===== src/design/prd_table_builder_defines.svh =====
// ----------------------------------------------------------------------------
// PRD table builder assertion macros
// Shorthand for clocked implication checks used in the table builder.
// ----------------------------------------------------------------------------
`ifndef PRD_TABLE_BUILDER_DEFINES_SVH
`define PRD_TABLE_BUILDER_DEFINES_SVH

// same-cycle implication, disabled during reset
`define PRDTB_ASSERT_IMP(lbl, ante, cons, msg) \
    lbl: assert property (@(posedge i_clk) disable iff (!i_rst_n) (ante) |-> (cons)) \
        else $error(msg);

// next-cycle implication, disabled during reset
`define PRDTB_ASSERT_NXT(lbl, ante, cons, msg) \
    lbl: assert property (@(posedge i_clk) disable iff (!i_rst_n) (ante) |=> (cons)) \
        else $error(msg);

`endif


===== src/design/prdtb_pkg.sv =====
// ----------------------------------------------------------------------------
// PRD table builder package
// Shared widths, constants, item kind codes and the piece result struct.
// ----------------------------------------------------------------------------
package prdtb_pkg;

    localparam int ADDR_W        = 32;
    localparam int SEG_LEN_W     = 18;
    localparam int CWORD_W       = 32;
    localparam int TOTAL_W       = 8;
    localparam int KIND_W        = 2;
    localparam int BCOUNT_W      = 17;

    localparam int TABLE_ENTRIES_DEF = 256;
    localparam int MAX_SEG_BYTES     = 131072;

    localparam logic [BCOUNT_W-1:0] BOUNDARY = 17'h10000;
    localparam logic [15:0]         LOW_MASK = 16'hffff;
    localparam logic [CWORD_W-1:0]  END_BIT  = 32'h8000_0000;

    localparam logic [KIND_W-1:0] KIND_ENTRY  = 2'd0;
    localparam logic [KIND_W-1:0] KIND_STATUS = 2'd1;
    localparam logic [KIND_W-1:0] KIND_ABORT  = 2'd2;

    typedef struct packed {
        logic [CWORD_W-1:0]   count_word;
        logic [ADDR_W-1:0]    next_addr;
        logic [SEG_LEN_W-1:0] next_len;
        logic                 done;
    } t_piece;

endpackage


===== src/design/prdtb_piece.sv =====
// ----------------------------------------------------------------------------
// PRD table builder piece unit
// Cuts one piece off a segment at the next 64 KiB boundary or at the segment end,
// encodes its count word and gives the remaining address and length.
// ----------------------------------------------------------------------------
module prdtb_piece
    import prdtb_pkg::*;
(
    input  logic [ADDR_W-1:0]    i_addr,
    input  logic [SEG_LEN_W-1:0] i_len,
    input  logic                 i_dword_fmt,
    output t_piece               o_piece
);

    logic [BCOUNT_W-1:0] w_room;
    logic [BCOUNT_W-1:0] w_bcount;
    logic [15:0]         w_xcount;
    logic [15:0]         w_dwords;

    assign w_room   = BOUNDARY - {1'b0, i_addr[15:0] & LOW_MASK};
    assign w_bcount = ({1'b0, w_room} > i_len) ? i_len[BCOUNT_W-1:0] : w_room;
    assign w_xcount = w_bcount[15:0];
    assign w_dwords = {2'b00, w_xcount[15:2]} - 16'd1;

    always_comb begin
        o_piece.count_word = i_dword_fmt ? {w_dwords, 16'h0000} : {16'h0000, w_xcount};
        o_piece.next_addr  = i_addr + {{(ADDR_W-BCOUNT_W){1'b0}}, w_bcount};
        o_piece.next_len   = i_len - {{(SEG_LEN_W-BCOUNT_W){1'b0}}, w_bcount};
        o_piece.done       = (o_piece.next_len == '0);
    end

endmodule


===== src/design/prd_table_builder.sv =====
// ----------------------------------------------------------------------------
// PRD table builder
// Turns scatter-gather segments into physical region descriptor entries,
// splitting at 64 KiB boundaries and holding the newest entry back for the
// end bit.
//
//   channel  direction  handshake                 payload
//   segment  in         i_valid / o_stall         i_seg_addr, i_seg_len, i_last_segment
//   result   out        o_valid / i_stall         o_item_kind .. o_last_of_run
//   config   in         i_cfg_valid / o_cfg_ready i_cfg_data
//
// A segment is accepted in idle and then cut into 64 KiB pieces through
// the shared piece unit; the end of a request adds the held entry, then the status.
// Reset is synchronous, active low; no clearing pass is needed.
// A stalled result holds the sequencer; the segment side is stalled until
// the sequencer is back in idle.
// ----------------------------------------------------------------------------
`include "prd_table_builder_defines.svh"

module prd_table_builder
    import prdtb_pkg::*;
#(
    parameter int TABLE_ENTRIES = TABLE_ENTRIES_DEF
) (
    input  logic                 i_clk,
    input  logic                 i_rst_n,

    input  logic                 i_valid,
    output logic                 o_stall,
    input  logic [ADDR_W-1:0]    i_seg_addr,
    input  logic [SEG_LEN_W-1:0] i_seg_len,
    input  logic                 i_last_segment,

    output logic                 o_valid,
    input  logic                 i_stall,
    output logic [KIND_W-1:0]    o_item_kind,
    output logic [ADDR_W-1:0]    o_prd_addr,
    output logic [CWORD_W-1:0]   o_prd_count_word,
    output logic [TOTAL_W-1:0]   o_entry_total,
    output logic                 o_last_of_run,

    input  logic                 i_cfg_valid,
    output logic                 o_cfg_ready,
    input  logic                 i_cfg_data
);

    localparam int CNT_W = $clog2(TABLE_ENTRIES);
    localparam logic [CNT_W-1:0] LAST_SLOT = CNT_W'(TABLE_ENTRIES - 1);
    localparam logic [31:0]      SEG_MAX   = 32'(MAX_SEG_BYTES);

    typedef enum logic [3:0] {
        S_IDLE   = 4'b0001,
        S_SPLIT  = 4'b0010,
        S_FINAL  = 4'b0100,
        S_STATUS = 4'b1000
    } t_state;

    t_state                r_state, n_state;
    logic                  r_fmt;
    logic [ADDR_W-1:0]     r_addr, n_addr;
    logic [SEG_LEN_W-1:0]  r_len, n_len;
    logic                  r_end, n_end;
    logic                  r_held_valid, n_held_valid;
    logic [ADDR_W-1:0]     r_held_addr, n_held_addr;
    logic [CWORD_W-1:0]    r_held_count, n_held_count;
    logic [CNT_W-1:0]      r_entries, n_entries;
    logic                  r_aborted, n_aborted;

    logic                  r_o_valid;
    logic [KIND_W-1:0]     r_o_kind;
    logic [ADDR_W-1:0]     r_o_addr;
    logic [CWORD_W-1:0]    r_o_cw;
    logic [TOTAL_W-1:0]    r_o_total;
    logic                  r_o_last;

    logic                  w_out_free;
    logic                  w_in_end;
    logic [SEG_LEN_W-1:0]  w_len_sat;
    logic [CNT_W+7:0]      w_ent_ext;
    t_piece                w_piece;

    logic                  e_emit;
    logic [KIND_W-1:0]     e_kind;
    logic [ADDR_W-1:0]     e_addr;
    logic [CWORD_W-1:0]    e_cw;
    logic                  e_last;

    prdtb_piece u_piece (
        .i_addr      (r_addr),
        .i_len       (r_len),
        .i_dword_fmt (r_fmt),
        .o_piece     (w_piece)
    );

    assign w_out_free = !r_o_valid || !i_stall;
    assign w_len_sat  = ({14'd0, i_seg_len} > SEG_MAX) ? SEG_LEN_W'(MAX_SEG_BYTES) : i_seg_len;
    assign w_in_end   = i_last_segment || (w_len_sat == '0);
    assign w_ent_ext  = {8'd0, r_entries};

    assign o_stall     = (r_state != S_IDLE);
    assign o_cfg_ready = 1'b1;

    always_comb begin
        n_state      = r_state;
        n_addr       = r_addr;
        n_len        = r_len;
        n_end        = r_end;
        n_held_valid = r_held_valid;
        n_held_addr  = r_held_addr;
        n_held_count = r_held_count;
        n_entries    = r_entries;
        n_aborted    = r_aborted;
        e_emit       = 1'b0;
        e_kind       = KIND_ENTRY;
        e_addr       = r_held_addr;
        e_cw         = r_held_count;
        e_last       = 1'b0;
        unique case (r_state)
            S_IDLE: begin
                if (i_valid) begin
                    if (r_aborted) begin
                        n_aborted = !w_in_end;
                    end else begin
                        n_addr  = i_seg_addr;
                        n_len   = w_len_sat;
                        n_end   = w_in_end;
                        n_state = (w_len_sat == '0) ? S_FINAL : S_SPLIT;
                    end
                end
            end
            S_SPLIT: begin
                if (w_out_free) begin
                    if (r_entries == LAST_SLOT) begin
                        e_emit       = 1'b1;
                        e_kind       = KIND_ABORT;
                        e_addr       = '0;
                        e_cw         = '0;
                        e_last       = 1'b1;
                        n_held_valid = 1'b0;
                        n_entries    = '0;
                        n_aborted    = !r_end;
                        n_state      = S_IDLE;
                    end else begin
                        e_emit       = r_held_valid;
                        e_last       = w_piece.done && !r_end;
                        n_entries    = r_entries + 1'b1;
                        n_held_valid = 1'b1;
                        n_held_addr  = r_addr;
                        n_held_count = w_piece.count_word;
                        n_addr       = w_piece.next_addr;
                        n_len        = w_piece.next_len;
                        if (w_piece.done) begin
                            n_state = r_end ? S_FINAL : S_IDLE;
                        end
                    end
                end
            end
            S_FINAL: begin
                if (w_out_free) begin
                    e_emit  = r_held_valid;
                    e_cw    = r_fmt ? r_held_count : (r_held_count | END_BIT);
                    n_state = S_STATUS;
                end
            end
            S_STATUS: begin
                if (w_out_free) begin
                    e_emit       = 1'b1;
                    e_kind       = KIND_STATUS;
                    e_addr       = '0;
                    e_cw         = '0;
                    e_last       = 1'b1;
                    n_held_valid = 1'b0;
                    n_entries    = '0;
                    n_state      = S_IDLE;
                end
            end
            default: begin
                n_state = S_IDLE;
            end
        endcase
    end

    always_ff @(posedge i_clk) begin
        if (!i_rst_n) begin
            r_state      <= S_IDLE;
            r_fmt        <= 1'b0;
            r_held_valid <= 1'b0;
            r_entries    <= '0;
            r_aborted    <= 1'b0;
            r_o_valid    <= 1'b0;
        end else begin
            r_state      <= n_state;
            r_held_valid <= n_held_valid;
            r_entries    <= n_entries;
            r_aborted    <= n_aborted;
            if (i_cfg_valid && o_cfg_ready) begin
                r_fmt <= i_cfg_data;
            end
            if (w_out_free) begin
                r_o_valid <= e_emit;
            end
        end
    end

    always_ff @(posedge i_clk) begin
        r_addr       <= n_addr;
        r_len        <= n_len;
        r_end        <= n_end;
        r_held_addr  <= n_held_addr;
        r_held_count <= n_held_count;
        if (w_out_free && e_emit) begin
            r_o_kind  <= e_kind;
            r_o_addr  <= e_addr;
            r_o_cw    <= e_cw;
            r_o_total <= w_ent_ext[7:0];
            r_o_last  <= e_last;
        end
    end

    assign o_valid          = r_o_valid;
    assign o_item_kind      = r_o_kind;
    assign o_prd_addr       = r_o_addr;
    assign o_prd_count_word = r_o_cw;
    assign o_entry_total    = r_o_total;
    assign o_last_of_run    = r_o_last;

    `PRDTB_ASSERT_IMP(a_run_open, r_o_valid && !r_o_last, r_state != S_IDLE, "result run left idle early")
    `PRDTB_ASSERT_IMP(a_abort_last, r_o_valid && (r_o_kind == KIND_ABORT), r_o_last, "abort item not last of run")
    `PRDTB_ASSERT_IMP(a_status_form, r_o_valid && (r_o_kind == KIND_STATUS), (r_o_addr == '0) && (r_o_cw == '0) && r_o_last, "malformed status item")
    `PRDTB_ASSERT_IMP(a_abort_clear, r_aborted, !r_held_valid && (r_entries == '0), "aborted request kept table state")

endmodule


===== config.mk =====
export PLATFORM = sky130hd
export DESIGN_NAME = prd_table_builder
export DESIGN_NICKNAME = d
export VERILOG_FILES = /design/src/design/prdtb_pkg.sv /design/src/design/prdtb_piece.sv /design/src/design/prd_table_builder.sv
export VERILOG_INCLUDE_DIRS = /design/src /design/src/design
export SDC_FILE = /design/constraint.sdc
export NUM_CORES = 1
export LEC_CHECK = 0
export BUFFER_PORTS_ARGS = -buffer_cell sky130_fd_sc_hd__buf_4
export CAP_MARGIN = 20
export CELL_PAD_IN_SITES_DETAIL_PLACEMENT = 1
export CELL_PAD_IN_SITES_GLOBAL_PLACEMENT = 2
export CORE_MARGIN = 2
export CORE_UTILIZATION = 35
export CTS_CLUSTER_DIAMETER = 150
export DETAILED_ROUTE_END_ITERATION = 8
export GPL_TIMING_DRIVEN = 0
export PLACE_DENSITY = 0.76
export RECOVER_POWER = 100
export SYNTH_ARGS = -nofsm -noshare
export SYNTH_HDL_FRONTEND = slang
export SYNTH_SLANG_ARGS = --single-unit

===== constraint.sdc =====
create_clock -name i_clk -period 5.8 [get_ports i_clk]
set_input_delay 0.58 -clock i_clk [delete_from_list [all_inputs] [get_ports i_clk]]
set_output_delay 0.58 -clock i_clk [all_outputs]
set_load 0.02 [all_outputs]

==> impl_metrics.ini <==
[finish]
area_growth_pct = 33.6
filler_cell_count = 3358
final_cell_count_no_fill = 1665
drive_above_1_share_pct = 31.0
final_nets = 1358

[synth]
synth_commonest_cells = 189 x edfxtp_1, 93 x nand2_1, 79 x and2_1
ys_ff_latch = 205
synth.avg_cell_area_um2 = 11.1
yosysSeqAreaShare_pct = 53.9
synth_most_common_cell = edfxtp_1
synth_area_leader_cell = edfxtp_1
syn-num-nets = 1111
ys_types = 80
synth_ff_type = edfxtp_1
synth_edf_count = 189
synthCells = 1000
synth.area.top_cells = edfxtp_1 51%, ha_1 5.8%, and2_1 4.4%
synthArstFlopShare_pct = 0
ys_warn_count = 0
netlist.area_leader.share_pct = 51.0
synth_area_mm2 = 0.0111

[power_and_ir_drop]
p_clk_share_pct = 15.6
power_per_cell_area_mw_per_mm2 = 593
ir_drop_uv = 229
finalPower_mw = 8.82
p_int_mw = 5.17
swShare_pct = 41.4
switching_power_mw = 3.65
combPwrFrac_pct = 59.4
pwr-share-seq_pct = 25.0
p_leak_nw = 5.67

[floorplanning]
die_w_um = 182
dieArea_mm2 = 0.0332
start_util_pct = 35.4
ioPinCount = 135
row_count = 65
die-height_um = 182
core_mm2 = 0.0315

[route]
wl_per_cell_um = 19.9
drc_errors = 0
postRouteAntennaNets = 0
vias_per_cell = 5.20
drt_iter0_drc = 371
dr_total_vias = 8663
drt-pass1-iter-count = 4
wl_mm = 33.1

[timing]
tightest_slew_ns = 0.950
report.final.slew_viol_count = 0
hold_slack_ns = 0.332
finalCriticalPeriod_ns = 6.24
rsz0062_at_grt = true
setup_viol = 24
fin_worst_skew_ns = 0.0189
hold_viol_final = 0
clock.fmax_mhz = 160
timing.final.crit_share_pct = 108
setup_ws_ns = -0.438
slew_headroom_pct = 36.7

[global_routing]
grt_pass1_wl_mm = 50.7
overflow = 0
first_global_vias = 8903
antenna_found_initial = 1
grt_usage_pct = 19.5
grt_max_degree = 70

[worst_setup_path]
arrival_ns = 6.68
critPathLaunch = r_addr[9]
crit_path_end_kind = flop
setup.worst_path.start_class = flop
critPathMaxFanout = 6
r2r-start = r_addr[9]
critPathKind = reg2reg
crit_required_ns = 6.24

[placed_design]
port_buffers = 132
hpwlAfterDp_mm = 23.2
dp.cells = 1538
dp_slack_ns = -1.44
gp_congestion = 0.800

[clocking]
clk_latency_ns = 0.52
root_buffer = clkbuf_16
cts_tree = built
htree_num_levels = 1
path_clk_slew_ns = 0.06
clkSinkCount = 205
cts-buffers-inserted = 23
cts_hold_buf = 0
cts_buffer_depth = 3

[min_path]
hp-class = in2reg
hold_start = i_seg_addr[3]

[run]
cap_violations = 0

[status]
status = complete, but fails checks
failed_checks = negative setup slack
[power groups by stage]
stage	clock (mW)	sequential (mW)	combinational (mW)
floorplan	0	2.18	2.64
global placement	0	2.25	3.48
detailed placement	0	2.24	3.60
CTS	1.40	2.19	4.69
global route	1.46	2.24	5.70
finish	1.37	2.21	5.24
[registers in the layout, indices dropped and copies added, names as in the netlist, 2 cells and up]
register / flops
r_state: 4
r_len: 18
o_prd_addr: 32
r_addr: 32
r_held_count: 31
r_held_addr: 32
r_entries: 8
o_entry_total: 8
o_prd_count_word: 32
o_item_kind: 2
[layout by cell type (no fill, tap or decap), types with 7 or more instances in the layout]
master,Yosys,routed
inv_1,54,50
dfxtp_1,16,16
mux2i_4,0,10
and3_1,15,15
and2_1,79,78
o21ai_0,71,52
nand2_1,93,91
nor2_1,55,53
clkbuf_1,27,31
nor2b_1,10,7
xor2_1,19,18
nor3_1,27,21
xnor2_1,42,36
a21o_1,8,7
edfxtp_1,189,189
buf_4,2,218
a21oi_1,34,29
nand3_1,18,16
nor4_1,9,8
ha_1,52,45
clkbuf_16,0,23
nand2b_1,9,7
o21ai_1,1,13
nand4_1,9,9
o21a_1,9,8
nand3b_1,9,9
[timing repair]
item                       in CTS  in global routing
gates resized for setup        94                 64
setup buffers                  74                 22
setup endpoints to repair      36                 33
pin swaps                      52                 43
[critical path: stages (launching register included)]
cell and delay [ns]:
edfxtp_1 0.45, nor3_2 0.29, nand2b_2 0.14, nor4_4 0.28, nand3b_1 0.18, xor2_2 0.20
ha_4 0.30, nand4b_4 0.12, buf_4 0.16, nor3_1 0.21, a211oi_1 0.12, a21oi_2 0.20
buf_6 0.15, buf_12 0.12, buf_12 0.14, mux2i_4 0.30, ha_1 0.28, nor2b_4 0.13
o31a_1 0.31, o21a_4 0.27, o41ai_4 0.29, nor2_1 0.11, o41ai_2 0.38, xnor2_2 0.15
nor4b_4 0.35, nand3b_1 0.21, buf_4 0.19, o211ai_2 0.11
[through the flow]
step                utilization [%]  TNS, ns  instance area, um^2
CTS                            45.8    -3.80                14400
floorplan                         -  -0.0388                11200
global placement               40.2   -79.59                12700
global route                   47.3   -13.47                14900
finish                         47.3    -5.26                14900
detailed placement             40.6   -33.70                12800
[final timing paths]
kind,depth (start not counted),slack [ns],to
worst max-delay path,27,-0.44,r_state[0]
worst min-delay path,3,0.33,r_addr[3]
worst max register to register,27,-0.44,r_state[0]
worst min register to register,0,0.46,r_held_addr[16]
[layout make-up]
type	instances	area, um^2	area share [%]
inverters	54	205	1.38
diodes	2	5.00	0.0337
multi-input cells	707	5550	37.3
clock inverters	11	98.8	0.665
plain buffers	32	170	1.14
well taps	402	503	3.38
clock buffers	28	594	4.00
flip-flops and latches	205	6000	40.3
repair buffers	224	1750	11.8
[routing by layer]
| metal | GRT usage (%) | part of all wire [%] | up-vias |
|---|---|---|---|
| li1 | - | - | 4172 |
| met1 | 26.4 | 45 | 4268 |
| met2 | 33.5 | 49 | 175 |
| met3 | 1.90 | 4.1 | 48 |
| met4 | 4.87 | 2.2 | 0 |
| met5 | 0 | 0 | - |
[cell families after synthesis]
| family | after synthesis | synth area share (%) |
|---|---|---|
| compound gates | 204 | 12.0 |
| xor+xnor | 61 | 4.80 |
| fa+ha+maj | 55 | 6.29 |
| buf+inv | 88 | 3.26 |
| flops | 205 | 53.9 |
| mux | 20 | 1.90 |
| other cells | 1 | 0.0337 |
| simple gates | 366 | 17.8 |
(Power assumes the default switching activity.)
